<file path="src/hdl/stg_pkg.sv">
package stg_pkg;

  // Ring depth default and fixed field widths
  localparam int unsigned QUEUE_DEPTH = 4096;
  localparam int unsigned BYTE_W      = 8;
  localparam int unsigned GUARD_W     = 20;
  localparam int unsigned QCNT_W      = 12;
  localparam int unsigned CFG_IDX_W   = 2;
  localparam int unsigned CFG_DATA_W  = 20;

  // Configuration register indexes
  localparam logic [CFG_IDX_W-1:0] CFG_GUARD_TICKS = 2'd0;
  localparam logic [CFG_IDX_W-1:0] CFG_LEAD_BYTE   = 2'd1;
  localparam logic [CFG_IDX_W-1:0] CFG_FOLLOW_BYTE = 2'd2;

  // Configuration reset values
  localparam logic [GUARD_W-1:0] GUARD_TICKS_RST = 20'd75000;
  localparam logic [BYTE_W-1:0]  LEAD_BYTE_RST   = 8'hc5;
  localparam logic [BYTE_W-1:0]  FOLLOW_BYTE_RST = 8'h01;

  // Command codes
  localparam logic CMD_PUSH = 1'b0;
  localparam logic CMD_TICK = 1'b1;

  typedef enum logic [1:0] {
    MODE_NORMAL    = 2'd0,
    MODE_FOLLOW    = 2'd1,
    MODE_IDLE_WAIT = 2'd2,
    MODE_HOLD      = 2'd3
  } mode_e;

  typedef struct packed {
    logic [GUARD_W-1:0] guard_ticks;
    logic [BYTE_W-1:0]  lead_byte;
    logic [BYTE_W-1:0]  follow_byte;
  } cfg_t;

  typedef struct packed {
    logic              is_tick;
    logic [BYTE_W-1:0] push_byte;
    logic              uart_full;
    logic              uart_empty;
    logic              uart_busy;
  } item_t;

  typedef struct packed {
    logic              tx_valid;
    logic [BYTE_W-1:0] tx_byte;
    mode_e             gate_mode;
    logic [QCNT_W-1:0] queue_count;
    logic              push_dropped;
  } result_t;

endpackage

</file>
<file path="src/hdl/stg_fifo.sv">
module stg_fifo import stg_pkg::*; #(
  parameter int unsigned Width = 8
) (
  input  logic             clk_i,
  input  logic             rst_ni,
  input  logic             push_i,
  input  logic [Width-1:0] data_i,
  output logic             full_o,
  input  logic             pop_i,
  output logic [Width-1:0] data_o,
  output logic             empty_o
);

  logic [Width-1:0] slot_q [2];
  logic             wptr_q, wptr_d;
  logic             rptr_q, rptr_d;
  logic [1:0]       cnt_q, cnt_d;
  logic             do_push, do_pop;

  assign full_o  = cnt_q == 2'd2;
  assign empty_o = cnt_q == 2'd0;
  assign do_push = push_i && !full_o;
  assign do_pop  = pop_i && !empty_o;
  assign data_o  = slot_q[rptr_q];

  // Advance pointers and occupancy
  always_comb begin
    wptr_d = do_push ? !wptr_q : wptr_q;
    rptr_d = do_pop ? !rptr_q : rptr_q;
    cnt_d  = cnt_q;
    if (do_push && !do_pop) begin
      cnt_d = cnt_q + 2'd1;
    end else if (do_pop && !do_push) begin
      cnt_d = cnt_q - 2'd1;
    end
  end

  always_ff @(posedge clk_i or negedge rst_ni) begin
    if (!rst_ni) begin
      wptr_q <= 1'b0;
      rptr_q <= 1'b0;
      cnt_q  <= 2'd0;
    end else begin
      wptr_q <= wptr_d;
      rptr_q <= rptr_d;
      cnt_q  <= cnt_d;
    end
  end

  // Hold payload slots
  always_ff @(posedge clk_i) begin
    if (do_push) begin
      slot_q[wptr_q] <= data_i;
    end
  end

endmodule

</file>
<file path="config.mk">
export PLATFORM = sky130hd
export DESIGN_NAME = stg_fifo
export DESIGN_NICKNAME = d
export VERILOG_FILES = /design/src/hdl/stg_pkg.sv /design/src/hdl/stg_fifo.sv
export SDC_FILE = /design/constraint.sdc
export NUM_CORES = 1
export LEC_CHECK = 0
export BUFFER_PORTS_ARGS = -buffer_cell sky130_fd_sc_hd__buf_4
export CORE_MARGIN = 2
export CORE_UTILIZATION = 52
export DETAILED_ROUTE_END_ITERATION = 10
export GPL_ROUTABILITY_DRIVEN = 0
export PLACE_DENSITY = 0.8
export SKIP_LAST_GASP = 1
export SLEW_MARGIN = 15
export SYNTH_ARGS = -nofsm -noshare
export SYNTH_HDL_FRONTEND = slang
export SYNTH_SLANG_ARGS = --single-unit
export TNS_END_PERCENT = 5
</file>
<file path="constraint.sdc">
create_clock -name clk_i -period 4.35 [get_ports clk_i]
set_clock_uncertainty 0.15 [all_clocks]
set_input_delay 0.435 -clock clk_i [delete_from_list [all_inputs] [get_ports clk_i]]
set_output_delay 0.435 -clock clk_i [all_outputs]
set_load 0.03 [all_outputs]
</file>
; ---- After elaboration in Yosys (flattened, before gate mapping)
; Memories as Yosys holds them, arrays and structs flattened.
; Cells that the tools add are included.
[totals]
register_bits = 4
ramBits = 16
in_bits = 12
output_inout_bits = 10
mem_count = 1
[op_classes]
add_sub_neg = 2
n_eq_ne = 1
mux = 4
n_reduce_logical = 12
[memory_table]
columns = name, words, width, rd, rd_ports_with_merged_regs, wr, line_no
row1 = slot_q, 2, 8, 1, 0, 1, stg_fifo.sv:14  ; logic [Width-1:0] slot_q [2];
[ops]
columns = cell, count
row1 = 1-bit zero test, 6
row2 = 1-bit logical AND, 4
row3 = 2-bit 2-to-1 mux, 2
row4 = "2-bit by 1-bit adder with 2-bit output, second input constant", 1
row5 = "2-bit == test, second input constant", 1
row6 = 2-bit zero test, 1
row7 = 1-bit 2-to-1 mux, 2
row8 = 2-bit nonzero test, 1
row9 = "2-bit by 1-bit subtractor with 2-bit output, second input constant", 1

; ---- Longest topological paths before layout
[logic_depth]
word_depth = 7
ltp_mapped = 7
depth_no_buf = 7

; ---- Worst setup path after synthesis
; Ideal clock, no wire load.
[synth_path]
path_kind = register to register
from = reg cnt_q[0]
to = mem slot_q[0][0] (enable)
setup_ps = 370
t_arrival_ps = 1022
slack_ps = 2808
stages_incl_launch_ff = 4
n_path_buf = 0
synth_period_minus_slack_ps = 1542
cell_sequence = dfrtp_1 nand2b_1 nand2_2 nor2_1
[synth_between]
elab_chain_cells = 5
[synth_rtl]
columns = element, line_no
row1 = start: declaration, stg_fifo.sv:17  ; logic [1:0] cnt_q, cnt_d;
row2 = start signal: assignment, stg_fifo.sv:46  ; cnt_q <= cnt_d;
row3 = 2-bit == test, stg_fifo.sv:20  ; assign full_o = cnt_q == 2'd2;
row4 = 1-bit zero test, stg_fifo.sv:22  ; assign do_push = push_i && !full_o;
row5 = 1-bit logical AND, stg_fifo.sv:22
row6 = 1-bit 2-to-1 mux, stg_fifo.sv:52  ; if (do_push) begin
row7 = 1-bit 2-to-1 mux (implied by the code), stg_fifo.sv:53  ; slot_q[wptr_q] <= data_i;
row8 = end: declaration, stg_fifo.sv:14
; No other way between the ends.

; ---- Final worst setup path
[layout_path]
from = reg rptr_q
to = out data_o[7]
[layout_between]
elab_chain_cells = 1
[layout_rtl]
columns = element, line_no
row1 = start: declaration, stg_fifo.sv:16  ; logic rptr_q, rptr_d;
row2 = start signal: assignment, stg_fifo.sv:45  ; rptr_q <= rptr_d;
row3 = memory 2 x 8 bit, n/a
row4 = end: declaration, stg_fifo.sv:10  ; output logic [Width-1:0] data_o,
; No other way between the ends.

==> results by stage <==
STA:
- The number of setup violations in the final report is 0.
- The final count of pins violating max slew was 0.
- The final count of hold timing violations is 0.
- The accumulated negative setup slack is 0 ns.
- The post-route clock period utilization is 46.66%.
- The post-route minimum period is 2.030 ns.
- At the pin with the least slew margin, the transition time is 0.7077 ns.
- Setup repair after global routing left no endpoint under its margin.
- The achievable frequency is 492.7 MHz.
- Measured against its own limit, the worst slew margin works out to 52.65%.

Setup path:
- The startpoint kind of the worst setup timing path is a register.
- The data arrival time at the worst-slack endpoint is 1.44 ns.
- For this run, the slowest stage of the critical path takes 0.59 ns.
- The setup slack of the worst register-to-register path is 2.56 ns.
- The kind of capture point of the worst setup path is an output port.
- The worst setup path is of the reg -> out kind.
- The signal on the critical path passes through mux2_2 > buf_4.
- The top fanout value on the critical path is 9.
- The critical path data required time is 3.76 ns.
- The largest individual stage delay along the critical path comes from the cell sky130_fd_sc_hd__dfrtp_1.

Detailed routing:
- The length of the first detailed-routing pass in iterations is 4.
- The final routed wire length divided by cell count is 14.44 µm.
- The number of vias per cell is 5.179.
- The post-route antenna net violation count is 0.
- The DRC violations left is 0.
- Wires add up to 1.213 mm.
- Summing over every cut layer, the via total after detailed routing is 435.
- In this run, the number of DRC markers left after iteration 0 of detailed routing was 20.

Placement:
- Buffers placed on the I/O ports in this run total 21.
- The total half-perimeter wirelength after legalization and detailed placement is 901.8 µm.

Layout:
- The sequential cells in the finished layout cover a total of 580.6 µm².
- The footprint of the multi-input gates is 188.9 µm².
- Compared with the post-synthesis result, the final layout area differs by 29.92%.
- The layout cell share with drive strength beyond 1 is 42.03%.
- At the end of the flow the core is filled with cells to 75.25%.
- The count of antenna diodes in the layout is 0.
- The layout filler cell count is 90.
- The net count reported at finish is 83.

Die:
- In this run the count of I/O pins placed on the die edge is 22.
- The floorplan has 13 rows.
- The vertical extent of the die is 42.78 µm.
- The initial standard-cell utilization of the core is 57.92%.
- The width of the die is 42.78 µm.
- The die area is 1830 µm².
- In this run the standard cell core region covers 1350 µm².

Global routing:
- The first global-routing pass estimated 2.097 mm of wire.
- The combined global-route utilization of all metal layers is 15.91%.
- Entering global routing, the biggest net connects 13 pins.
- The total overflow left after global routing is 0.
- The number of antenna violations at the first check in global routing is 0.
- The via count of the first global-routing pass is 482.

Power and ir drop:
- The leakage power is 0.4236 nW.
- VDD sags by at most 0.4723 mV.
- The power density normalized to cell area is 736.0 nW/µm².
- The completed layout was analyzed and its total power is 0.7477 mW.

Hold path:
- The classification of the worst-slack hold path is in -> reg.

Clock network:
- TritonCTS created 3 clock buffers.
- The tree built by TritonCTS fans out to 20 sinks.
- The number of gates resized after cts is 0.
- The CTS tree is done.
- The clock reaches the later pin of the worst-skew pair after 0.29 ns.
- The clock-pin slew on the worst setup and hold paths is 0.11 ns.
- The root buffer selected by CTS is sky130_fd_sc_hd__clkbuf_4.
- The worst-case clock buffer depth is 2.
- The H-tree depth is 1.

Run status:
- The run finished with clean final reports.

Yosys:
- In the post-synthesis netlist, the cell with the most instances is sky130_fd_sc_hd__edfxtp_1.
- The fraction of post-synthesis cell area in the top cell type by area is 61.44%.
- Summed over all instances, the cell type with the most area after synthesis is sky130_fd_sc_hd__edfxtp_1.
- Counting every instance in the synthesized netlist gives 44.
- The number of nets produced by synthesis is 57.
- The average footprint of a synthesized cell is 17.77 µm².
- The yosys synthesis warning count is 0.
- By count the netlist is led by sky130_fd_sc_hd__edfxtp_1, sky130_fd_sc_hd__mux2_1, sky130_fd_sc_hd__dfrtp_1.
- The number of flops mapped to enable cells by yosys is 16.
- The number of synthesized register bits is 20.
- After synthesis, the share of flip-flops with an asynchronous set or reset is 20.00%.
- The post-synthesis cell area is 782.0 µm².
- The post-synthesis cell type count is 15.
- The most used flip-flop cell after synthesis is sky130_fd_sc_hd__edfxtp_1.
- After synthesis, the cell types taking the most area are sky130_fd_sc_hd__edfxtp_1, sky130_fd_sc_hd__dfrtp_1, sky130_fd_sc_hd__mux2_1, sky130_fd_sc_hd__mux2_2, sky130_fd_sc_hd__xnor2_1.
- The sequential cell area fraction in the yosys report is 74.24%.

Job:
- The reported max-cap violation count is 0.
layout by cell type (no fill, tap or decap):
cell                            netlist  routed
sky130_fd_sc_hd__edfxtp_1            16      16
sky130_fd_sc_hd__bufinv_16            0       1
sky130_fd_sc_hd__clkbuf_4             0       3
sky130_fd_sc_hd__dlygate4sd3_1        0       1
sky130_fd_sc_hd__and3_1               1       1
sky130_fd_sc_hd__mux2_2               2       2
sky130_fd_sc_hd__mux2_1               6       6
sky130_fd_sc_hd__nor2_1               3       3
sky130_fd_sc_hd__o21ai_1              1       1
sky130_fd_sc_hd__buf_4                0      21
sky130_fd_sc_hd__ha_1                 1       1
sky130_fd_sc_hd__inv_1                2       2
sky130_fd_sc_hd__xor2_1               2       2
sky130_fd_sc_hd__nand2b_1             1       1
sky130_fd_sc_hd__nand2_2              1       1
sky130_fd_sc_hd__xnor2_2              1       1
sky130_fd_sc_hd__dfrtp_1              4       4
sky130_fd_sc_hd__xnor2_1              2       2
cell families (layout without fill, tap and decap cells):
group	count (synthesis)	after routing	share of synthesized area, %
fa+ha+maj	1	1	1.600
compound gates	1	1	0.6394
flops	20	20	74.24
xor+xnor	5	5	6.561
mux	8	8	11.52
simple gates	6	6	3.841
buf+inv	3	28	1.600
per-stage QoR:
| step | cell area [µm²] | worst slack, ns | hold slack, ns | std cells |
|---|---|---|---|---|
| 6_report | 1016 | 2.320 | 0.1673 | 84 |
| 5_1_grt | 1016 | 2.249 | 0.1522 | 84 |
| 4_1_cts | 1016 | 2.312 | 0.1610 | 84 |
| 3_5_place_dp | 953.4 | 2.537 | 0.08592 | 79 |
| 3_3_place_gp | 953.4 | 2.648 | 0.08519 | 79 |
| 2_1_floorplan | 782.0 | 2.808 | -0.01059 | 44 |
sequential cells by signal (all words and copies together) (netlist names):
register and flops:
wptr_q 1, rptr_q 1, cnt_q 2, slot_q 16
final cells by class:
type / instances / share of cell area [%]
Tap cell: 15 / 1.847
Timing Repair Buffer: 22 / 16.50
Clock buffer: 3 / 2.217
Sequential cell: 20 / 57.14
Multi-Input combinational cell: 21 / 18.60
Inverter: 2 / 0.7389
Clock inverter: 1 / 2.956
power breakdown:
group	switching, mW	internal [mW]
clock network	0.0536	0.0931
registers	0.0425	0.268
logic	0.165	0.126
total	0.261	0.487
path summary, 6_finish.rpt:
path / start / end / cells after the start
worst min-delay path: data_i[7] / slot_q[1][7]$_DFFE_PP_ / 1
max in group asynchronous: rst_ni / wptr_q$_DFFE_PN0P_ / 2
min in group asynchronous: rst_ni / cnt_q[0]$_DFFE_PN0P_ / 2
worst max-delay path: rptr_q$_DFFE_PN0P_ / data_o[7] / 2
worst min register to register: cnt_q[1]$_DFFE_PN0P_ / cnt_q[1]$_DFFE_PN0P_ / 1
worst max register to register: cnt_q[0]$_DFFE_PN0P_ / slot_q[0][3]$_DFFE_PP_ / 3
metal layers:
metal  routed length [µm]  global-route usage [%]  vias up
met5                    0                       0        -
met3                   64                   4.255        4
met1                  471                   17.97      206
met2                  649                   27.88       16
met4                   27                   6.875        0
li1                     -                       -      209
worst max-delay path: cells and delay by family, from the launching register on:
kind | cells | cell delay, ns
flip-flops | 1 | 0.59
buffers and inverters | 1 | 0.17
multiplexers | 1 | 0.39
what timing repair did:
action / CTS / global route
hold buffers: 1 / 0
endpoints found under the hold margin: 4 / 0
setup buffers: 0 / 0
Power figures use the tool's default switching activity.
